**src/sv/lzwd_pkg.sv**
```systemverilog
package lzwd_pkg;

    localparam int unsigned POS_W        = 11;
    localparam int unsigned BYTE_W       = 8;
    localparam int unsigned LEN_W        = 6;
    localparam int unsigned WINDOW_DEF   = 2048;
    localparam int unsigned SECTION_SIZE = 256;
    localparam int unsigned SECTIONS_MAX = 8;

    localparam logic [4:0]       LEN_MASK        = 5'h1F;
    localparam logic [LEN_W-1:0] LEN_BIAS        = LEN_W'(3);
    localparam logic [3:0]       TOKENS_PER_FLAG = 4'd8;

    typedef struct packed {
        logic              we;
        logic [POS_W-1:0]  addr;
        logic [BYTE_W-1:0] data;
    } mem_wr_t;

    typedef struct packed {
        logic              valid;
        logic [BYTE_W-1:0] data;
        logic              last;
    } emit_t;

    // v < 2048 and ws >= 256, so the quotient stays below eight
    function automatic logic [POS_W-1:0] pos_mod(logic [POS_W-1:0] v, int unsigned ws);
        logic [POS_W+3:0] lim;
        logic [POS_W+3:0] r;
        r = {4'b0, v};
        for (int unsigned k = 1; k < SECTIONS_MAX; k++)
        begin
            lim = (POS_W + 4)'(k * ws);
            if ({4'b0, v} >= lim)
            begin
                r = {4'b0, v} - lim;
            end
        end
        return r[POS_W-1:0];
    endfunction

    function automatic logic [POS_W-1:0] pos_inc(logic [POS_W-1:0] p, int unsigned ws);
        return (p == POS_W'(ws - 1)) ? '0 : p + POS_W'(1);
    endfunction

endpackage

```
**src/sv/lzwd_ctrl.sv**
```systemverilog
module lzwd_ctrl
    import lzwd_pkg::*;
#(
    parameter int unsigned WINDOW_SIZE = WINDOW_DEF
) (
    input  logic              clk,
    input  logic              rst_n,
    input  logic              in_valid,
    output logic              in_ready,
    input  logic [BYTE_W-1:0] in_byte,
    input  logic              cfg_we,
    input  logic [POS_W-1:0]  cfg_data,
    input  logic              out_free,
    output emit_t             emit,
    output mem_wr_t           mem_wr,
    output logic [POS_W-1:0]  rd_addr,
    input  logic [BYTE_W-1:0] rd_data
);

    typedef enum logic [3:0] {
        ST_CLEAR = 4'b0001,
        ST_IDLE  = 4'b0010,
        ST_READ  = 4'b0100,
        ST_WRITE = 4'b1000
    } ctrl_state_t;

    typedef enum logic [1:0] {
        PH_FLAG  = 2'd0,
        PH_TOKEN = 2'd1,
        PH_REFHI = 2'd2
    } phase_t;

    ctrl_state_t       state_reg, state_next;
    phase_t            phase_reg, phase_next;
    logic [7:0]        flag_reg, flag_next;
    logic [3:0]        tokens_reg, tokens_next;
    logic [7:0]        low_reg, low_next;
    logic [POS_W-1:0]  wpos_reg, wpos_next;
    logic [POS_W-1:0]  src_reg, src_next;
    logic [LEN_W-1:0]  len_reg, len_next;
    logic [POS_W-1:0]  clr_reg, clr_next;
    logic              xfer;
    logic              token_done;
    logic [3:0]        tokens_dec;

    assign in_ready   = (state_reg == ST_IDLE) && out_free;
    assign xfer       = in_valid && in_ready;
    assign rd_addr    = src_reg;
    assign tokens_dec = tokens_reg - 4'd1;

    always_comb
    begin
        state_next  = state_reg;
        phase_next  = phase_reg;
        flag_next   = flag_reg;
        tokens_next = tokens_reg;
        low_next    = low_reg;
        wpos_next   = wpos_reg;
        src_next    = src_reg;
        len_next    = len_reg;
        clr_next    = clr_reg;
        token_done  = 1'b0;
        emit        = '0;
        mem_wr      = '0;

        case (state_reg)
            ST_CLEAR:
            begin
                mem_wr.we   = 1'b1;
                mem_wr.addr = clr_reg;
                clr_next    = clr_reg + POS_W'(1);
                if (clr_reg == POS_W'(WINDOW_SIZE - 1))
                begin
                    state_next = ST_IDLE;
                end
            end
            ST_IDLE:
            begin
                if (xfer)
                begin
                    case (phase_reg)
                        PH_TOKEN:
                        begin
                            if (flag_reg[0])
                            begin
                                mem_wr.we   = 1'b1;
                                mem_wr.addr = wpos_reg;
                                mem_wr.data = in_byte;
                                emit.valid  = 1'b1;
                                emit.data   = in_byte;
                                emit.last   = 1'b1;
                                wpos_next   = pos_inc(wpos_reg, WINDOW_SIZE);
                                token_done  = 1'b1;
                            end
                            else
                            begin
                                low_next   = in_byte;
                                phase_next = PH_REFHI;
                            end
                        end
                        PH_REFHI:
                        begin
                            len_next   = {1'b0, in_byte[4:0] & LEN_MASK} + LEN_BIAS;
                            src_next   = pos_mod({in_byte[7:5], low_reg}, WINDOW_SIZE);
                            state_next = ST_READ;
                        end
                        default:
                        begin
                            flag_next   = in_byte;
                            tokens_next = TOKENS_PER_FLAG;
                            phase_next  = PH_TOKEN;
                        end
                    endcase
                end
            end
            ST_READ:
            begin
                state_next = ST_WRITE;
            end
            ST_WRITE:
            begin
                if (out_free)
                begin
                    mem_wr.we   = 1'b1;
                    mem_wr.addr = wpos_reg;
                    mem_wr.data = rd_data;
                    emit.valid  = 1'b1;
                    emit.data   = rd_data;
                    emit.last   = (len_reg == LEN_W'(1));
                    wpos_next   = pos_inc(wpos_reg, WINDOW_SIZE);
                    src_next    = pos_inc(src_reg, WINDOW_SIZE);
                    len_next    = len_reg - LEN_W'(1);
                    if (len_reg == LEN_W'(1))
                    begin
                        token_done = 1'b1;
                        state_next = ST_IDLE;
                    end
                    else
                    begin
                        state_next = ST_READ;
                    end
                end
            end
            default:
            begin
                state_next = ST_IDLE;
            end
        endcase

        if (token_done)
        begin
            flag_next   = {1'b0, flag_reg[7:1]};
            tokens_next = tokens_dec;
            phase_next  = (tokens_dec == 4'd0) ? PH_FLAG : PH_TOKEN;
        end

        if (cfg_we)
        begin
            wpos_next = pos_mod(cfg_data, WINDOW_SIZE);
        end
    end

    always_ff @(posedge clk or negedge rst_n)
    begin
        if (!rst_n)
        begin
            state_reg  <= ST_CLEAR;
            phase_reg  <= PH_FLAG;
            flag_reg   <= '0;
            tokens_reg <= '0;
            low_reg    <= '0;
            wpos_reg   <= '0;
            src_reg    <= '0;
            len_reg    <= '0;
            clr_reg    <= '0;
        end
        else
        begin
            state_reg  <= state_next;
            phase_reg  <= phase_next;
            flag_reg   <= flag_next;
            tokens_reg <= tokens_next;
            low_reg    <= low_next;
            wpos_reg   <= wpos_next;
            src_reg    <= src_next;
            len_reg    <= len_next;
            clr_reg    <= clr_next;
        end
    end

    a_emit_has_slot: assert property (@(posedge clk) disable iff (!rst_n)
        emit.valid |-> out_free)
        else $error("emit without free output slot");

    a_stall_holds: assert property (@(posedge clk) disable iff (!rst_n)
        (state_reg == ST_WRITE && !out_free) |=> (state_reg == ST_WRITE && $stable(src_reg)
            && $stable(len_reg)))
        else $error("copy advanced while output stalled");

    a_read_then_write: assert property (@(posedge clk) disable iff (!rst_n)
        (state_reg == ST_READ) |=> (state_reg == ST_WRITE))
        else $error("read not followed by write");

    a_len_live: assert property (@(posedge clk) disable iff (!rst_n)
        (state_reg == ST_READ || state_reg == ST_WRITE) |-> (len_reg != '0))
        else $error("copy running with zero length");

    a_pos_range: assert property (@(posedge clk) disable iff (!rst_n)
        ({1'b0, wpos_reg} < (POS_W + 1)'(WINDOW_SIZE))
            && ({1'b0, src_reg} < (POS_W + 1)'(WINDOW_SIZE)))
        else $error("window position out of range");

endmodule

```
**config.mk**
```make
export PLATFORM = sky130hd
export DESIGN_NAME = lzwd_ctrl
export DESIGN_NICKNAME = d
export VERILOG_FILES = /design/src/sv/lzwd_pkg.sv /design/src/sv/lzwd_ctrl.sv
export SDC_FILE = /design/constraint.sdc
export NUM_CORES = 1
export LEC_CHECK = 0
export ABC_AREA = 1
export ABC_CLOCK_PERIOD_IN_PS = 3700
export BUFFER_PORTS_ARGS = -buffer_cell sky130_fd_sc_hd__buf_2
export CORE_ASPECT_RATIO = 0.5
export CORE_MARGIN = 8
export CORE_UTILIZATION = 60
export DETAILED_ROUTE_END_ITERATION = 12
export PLACE_DENSITY_LB_ADDON = 0.05
export REMOVE_ABC_BUFFERS = 1
export SYNTH_ARGS = -nofsm -noshare
export SYNTH_HDL_FRONTEND = slang
export SYNTH_SLANG_ARGS = --single-unit
export TNS_END_PERCENT = 50
```
**constraint.sdc**
```tcl
create_clock -name clk -period 3.7 [get_ports clk]
set_input_delay 0.185 -clock clk [delete_from_list [all_inputs] [get_ports clk]]
set_output_delay 0.185 -clock clk [all_outputs]
set_load 0.1 [all_outputs]
```
==> results.json, run 1 <==
{
  "p_seq_share_pct": 31.9,
  "critPathRequiredTime_ns": 3.51,
  "setup_viol": 0,
  "synth_area_per_cell_um2": 7.032,
  "drt-total-wl_um": 10740,
  "clk_latency_ns": 0.34,
  "rrSetupSlack_ns": 1.38,
  "fin_crit_sh_pct": 80.89,
  "startpoint_type": "register",
  "yosysWarnings": 0,
  "rows": 21,
  "cts_resized": 0,
  "dieArea_mm2": 0.01013,
  "synth_seq_cells": 65,
  "worst_r2r_path_depth": 9,
  "vias": 4092,
  "max-vdd-ir-drop_v": 0.0003716,
  "drive_gt1_share_pct": 16.19,
  "dr.pass1.iters": 5,
  "endpoint_kind": "output port",
  "clkTransAtPathRegs_ns": 0.05,
  "skew_ns": 0.008545,
  "drt_iter0_markers": 326,
  "max_freq_ghz": 0.3341,
  "power.total_w": 0.003483,
  "antenna_found_initial": 0,
  "ys_types": 33,
  "syn_area_mm2": 0.004219,
  "path_max_fanout": 21,
  "yosysSeqAreaShare_pct": 38.58,
  "route.detailed.drc": 0,
  "p_per_area_mw_per_mm2": 719.0,
  "switching_power_w": 0.001672,
  "utilization_pct": 71.74,
  "rr_endpoint": "tokens_reg[3]",
  "overflow": 0,
  "ant_nets": 0,
  "hpwl_um": 7716,
  "pwr-share-comb_pct": 44.7,
  "nets": 705,
  "arrival_ns": 2.81,
  "die_x_um": 134.6,
  "area_growth_pct": 14.83,
  "p_int_w": 0.001811,
  "diodes": 0,
  "finalCriticalPeriod_ns": 2.993,
  "ios": 74,
  "timing.rr.start": "phase_reg[1]",
  "hold_viol": 0,
  "start_util_pct": 62.48,
  "cts_sinks": 65,
  "pwr-share-clk_pct": 23.4,
  "p_leak_nw": 2.582,
  "die_y_um": 75.30,
  "worstMarginPinSlew_ns": 0.7091,
  "port-buffer-count": 73,
  "clockBufferDepth": 2,
  "grt_max_degree": 36,
  "place_congestion": 0.9151,
  "hold_depth": 3,
  "path_class": "register to output port",
  "core-area_mm2": 0.006753,
  "cts_setup_buffers": 0,
  "drv_cap": 0,
  "htree_levels": 3,
  "holdCritPathClass": "input port to register",
  "cts_made_buffers": 9,
  "crit_start": "phase_reg[1]",
  "wl_per_cell_um": 14.14,
  "rsz0062_at_grt": "false",
  "status": "finished clean",
  "relSlewSlack_pct": 52.73,
  "clockRootBuffer": "clkbuf_16",
  "cts_tree": "done",
  "cts_hold_buf": 1,
  "synth_cells": 600,
  "grt_pass1_vias": 3992,
  "grt_pass1_wl_um": 18130,
  "whs_endpoint": "wpos_reg[6]",
  "grtUsageTotal_pct": 22.43,
  "holdCritStartpoint": "cfg_data[6]",
  "drv_slew": 0,
  "switching_share_pct": 48.01,
  "via_per_inst": 5.391
}
==> worst max path at each step <==
stage	endpoint	slack [ns]	depth (start not counted)
3_3_place_gp	mem_wr[16]	1.20	9
6_report	mem_wr[17]	0.71	9
5_1_grt	mem_wr[13]	0.54	9
3_5_place_dp	mem_wr[12]	1.10	9
4_1_cts	mem_wr[12]	0.73	9
2_1_floorplan	emit[1]	-0.43	6
==> critical path: stages (launching register included) <==
cell and delay, ns:
dfrtp_1 0.39, inv_1 0.06, ha_1 0.21, nand2_1 0.07
inv_1 0.08, nand4_2 0.56, nand2_4 0.33, inv_2 0.14
o22ai_1 0.15, buf_2 0.48
==> cells by family (layout without fill, tap and decap cells) <==
logic type      count (synthesis)  count (layout)  synth area share, %
buf+inv                        96             163                10.05
simple gates                  344             344                36.48
fa+ha+maj                      10              10                2.966
compound gates                 68              68                8.393
xor+xnor                       17              17                3.529
flops                          65              65                38.58
==> area by class of cell <==
type | count | area, um2
multi-input cells | 439 | 2167
fillers | 573 | 1908
flip-flops and latches | 65 | 1628
repair buffers | 75 | 382.9
inverters | 73 | 274.0
clock buffers | 11 | 232.7
well taps | 92 | 115.1
clock inverters | 4 | 45.04
==> cell usage in the layout (no fill, tap or decap), types with 2 or more instances in the layout <==
| cell type | netlist | final |
|---|---|---|
| nand2_4 | 2 | 2 |
| nor3_1 | 7 | 7 |
| nand3_2 | 2 | 2 |
| nand2_1 | 194 | 194 |
| ha_1 | 10 | 10 |
| nor2_4 | 3 | 3 |
| nand3_1 | 60 | 60 |
| nand3b_1 | 2 | 2 |
| o22ai_1 | 8 | 8 |
| nor2_1 | 45 | 45 |
| xor2_1 | 15 | 15 |
| o21ai_1 | 20 | 20 |
| clkbuf_1 | 4 | 2 |
| nand4_1 | 20 | 20 |
| inv_2 | 5 | 5 |
| clkbuf_16 | 0 | 9 |
| buf_2 | 6 | 73 |
| xnor2_1 | 2 | 2 |
| nand2_2 | 2 | 2 |
| dfrtp_1 | 64 | 64 |
| o21ai_0 | 33 | 33 |
| a21oi_1 | 5 | 5 |
| inv_1 | 68 | 68 |
| clkinv_2 | 0 | 3 |
| nor2_2 | 2 | 2 |
==> metal layers <==
| layer | part of all wire (%) | global-route usage (%) | vias to the layer above |
|---|---|---|---|
| li1 | - | - | 2052 |
| met1 | 44 | 26.10 | 1878 |
| met2 | 46 | 38.19 | 147 |
| met3 | 8.2 | 7.697 | 15 |
| met4 | 1.1 | 9.001 | 0 |
| met5 | 0 | 0 | - |
==> cell usage after synthesis (all sizes together) <==
master,instances,area (um2)
o22ai,8,50.05
clkbuf,4,15.01
nand2,198,763.2
nor4,1,6.260
a31oi,1,6.260
or2,1,6.260
a21oi,5,25.02
o21ai,53,265.3
buf,19,135.1
ha,10,125.1
o31ai,1,7.510
nor2,51,235.2
nand3b,3,35.03
inv,73,274.0
dfstp,1,26.28
nand3,62,320.3
xnor2,2,17.52
xor2,15,131.4
dfrtp,64,1602
nor3,7,35.03
nand4,21,137.6
==> power groups by stage <==
stage | clock network [W] | registers, W | logic (W)
floorplan | 0 | 0.00137 | 0.000965
global placement | 0 | 0.00111 | 0.00153
detailed placement | 0 | 0.00111 | 0.00156
CTS | 0.000826 | 0.00110 | 0.00156
global route | 0.000849 | 0.00113 | 0.00173
finish | 0.000816 | 0.00111 | 0.00156
==> metrics by stage <==
stage / instances / hold WS (ns) / setup TNS [ns] / setup WS [ns] / area, um2
2_1_floorplan: 577 / -0.1106 / -6.903 / -0.4314 / 4069
3_3_place_gp: 743 / 0.2794 / 0 / 1.203 / 4557
3_5_place_dp: 743 / 0.2770 / 0 / 1.099 / 4557
4_1_cts: 759 / 0.05999 / 0 / 0.7301 / 4845
5_1_grt: 759 / 0.07233 / 0 / 0.5433 / 4845
6_report: 759 / 0.06436 / 0 / 0.7069 / 4845
Power figures use the tool's default switching activity.
==> inputs of run 2 (changes only) <==
--- a/config.mk
+++ b/config.mk
@@ -6,11 +6,11 @@
 export NUM_CORES = 1
 export LEC_CHECK = 0
 export ABC_AREA = 1
-export ABC_CLOCK_PERIOD_IN_PS = 3700
+export ABC_CLOCK_PERIOD_IN_PS = 2600
 export BUFFER_PORTS_ARGS = -buffer_cell sky130_fd_sc_hd__buf_2
 export CORE_ASPECT_RATIO = 0.5
 export CORE_MARGIN = 8
-export CORE_UTILIZATION = 60
+export CORE_UTILIZATION = 51
 export DETAILED_ROUTE_END_ITERATION = 12
 export PLACE_DENSITY_LB_ADDON = 0.05
 export REMOVE_ABC_BUFFERS = 1
==> constraint.sdc (replaced) <==
create_clock -name clk -period 2.6 [get_ports clk]
set_input_delay 0.13 -clock clk [delete_from_list [all_inputs] [get_ports clk]]
set_output_delay 0.13 -clock clk [all_outputs]
set_load 0.1 [all_outputs]
==> run 2 against run 1 <==
Compared with the run above:
- clock skew down 0.0031 ns
- power up 49%
- global-route usage down 1.7 points
- hold slack lost 0.053 ns
- cell count grew 3.6%
- combinational power grew 53%
- die area is 15% higher
- routed wire length grew 4.1%
- critical path depth increased by 1
- sequential power rose by 42%
- first-iteration DRC count decreased by 27%
- clock power up 51%
- largest cell class unchanged
==> results.json, run 2 (synthesis gave the netlist of run 1 again) <==
{
  "die_x_um": 144.6,
  "layout_commonest_cell": "nand2_1",
  "nets": 711,
  "final_area_mm2": 0.005388,
  "drive_gt1_share_pct": 16.91,
  "drv_slew": 0,
  "grt_max_degree": 66,
  "route.detailed.drc": 0,
  "via_per_inst": 5.211,
  "grt_pass1_vias": 3955,
  "htree_levels": 3,
  "core-area_mm2": 0.008029,
  "setup_tns_ns": 0,
  "wl_per_cell_um": 14.22,
  "cp_cell_sequence": "inv_1, ha_1, nand2_1, inv_1, nand4_2, buf_4, nand2_4, inv_2, o22ai_1, buf_12",
  "vias": 4096,
  "cts_sinks": 65,
  "rows": 23,
  "ios": 74,
  "relSlewSlack_pct": 67.57,
  "holdCritPathClass": "input port to register",
  "area_growth_pct": 27.70,
  "crit_top_cell": "inv_1",
  "path_class": "register to output port",
  "setup_viol": 0,
  "clk_latency_ns": 0.34,
  "met2_length_um": 5163,
  "p_leak_nw": 2.700,
  "grtUsageTotal_pct": 20.68,
  "diodes": 0,
  "start_util_pct": 52.55,
  "critPathRequiredTime_ns": 2.47,
  "dieArea_mm2": 0.01162,
  "arrival_ns": 2.24,
  "dr.pass1.iters": 4,
  "cp_top_family": "buffers and inverters",
  "cp_slowest_stage_delay_ns": 0.39,
  "skew_ns": 0.005445,
  "antenna_found_initial": 0,
  "layout.cells.non_filler": 786,
  "hold_viol": 0,
  "cts_resized": 0,
  "port-buffer-count": 73,
  "hpwl_um": 8136,
  "drt-total-wl_um": 11170,
  "path_max_fanout": 21,
  "wl_met1_um": 5075,
  "slowest_stage": "dfrtp_1",
  "clkTransAtPathRegs_ns": 0.05,
  "dr_wl_met3_um": 798,
  "grt_pass1_wl_um": 19150,
  "die_y_um": 80.32,
  "top_layer": "met4",
  "cts_setup_buffers": 0,
  "clockBufferDepth": 2,
  "overflow": 0,
  "worstMarginPinSlew_ns": 0.4899,
  "whs_ns": 0.01159,
  "final_cell_mix": "194 x nand2_1, 68 x inv_1, 64 x dfrtp_1",
  "finalCriticalPeriod_ns": 2.367,
  "fin_crit_sh_pct": 91.04,
  "clockRootBuffer": "clkbuf_16",
  "endpoint_kind": "output port",
  "status": "finished clean",
  "rsz0062_at_grt": "false",
  "cts_made_buffers": 9,
  "p_per_area_mw_per_mm2": 963.9,
  "max-vdd-ir-drop_v": 0.0005604,
  "path_buf_inv": 5,
  "drt_iter0_markers": 237,
  "ant_nets": 0,
  "cts_hold_buf": 2,
  "dp_cells": 768,
  "drv_cap": 0,
  "placed_area_mm2": 0.005067,
  "place_congestion": 0.9011,
  "cts_tree": "done",
  "startpoint_type": "register",
  "max_freq_ghz": 0.4225
}
## run 2: layer usage
layer	vias up	GRT usage, %
li1	2062	-
met1	1914	26.02
met2	108	33.77
met3	12	6.150
met4	0	6.488
met5	-	0
## run 2: layout make-up
| class | instances | area (um2) |
|---|---|---|
| Multi-Input combinational cell | 439 | 2167 |
| Tap cell | 112 | 140.1 |
| Fill cell | 711 | 2641 |
| Inverter | 73 | 274.0 |
| Sequential cell | 65 | 1628 |
| Clock buffer | 13 | 260.3 |
| Clock inverter | 3 | 40.04 |
| Timing Repair Buffer | 81 | 878.3 |
## run 2: tightest hold or removal path: cells and delay by family
kind	cells	cell delay [ns]
and+or+nand+nor	2	0.10
buffers and inverters	1	0.07
## run 2: metrics by stage
step / total power (W) / worst slack (ns) / util [%]
after floorplan: 0.003318 / -1.476 / -
after global placement: 0.003926 / 0.6215 / 63.11
after detailed placement: 0.003960 / 0.5606 / 63.11
after CTS: 0.005226 / 0.2285 / 67.10
after global routing: 0.005544 / 0.08620 / 67.10
final: 0.005193 / 0.2330 / 67.10
## run 2: worst paths after layout
check                      slack [ns]           end          from  depth (start not counted)
setup reg to reg                 0.53   flag_reg[1]  phase_reg[0]                          9
min in group asynchronous        0.34    clr_reg[6]         rst_n                          3
hold reg to reg                  0.48   flag_reg[7]   flag_reg[7]                          2
max in group asynchronous        1.93  state_reg[0]         rst_n                          3
setup / recovery                 0.23    mem_wr[11]  phase_reg[1]                         10
hold / removal                   0.01  wpos_reg[10]  cfg_data[10]                          3
## run 2: report_power, final
group          total, W  internal (W)  switching, W
Clock           0.00123      0.000791      0.000440
Sequential      0.00158       0.00130      0.000281
Combinational   0.00238      0.000675       0.00170
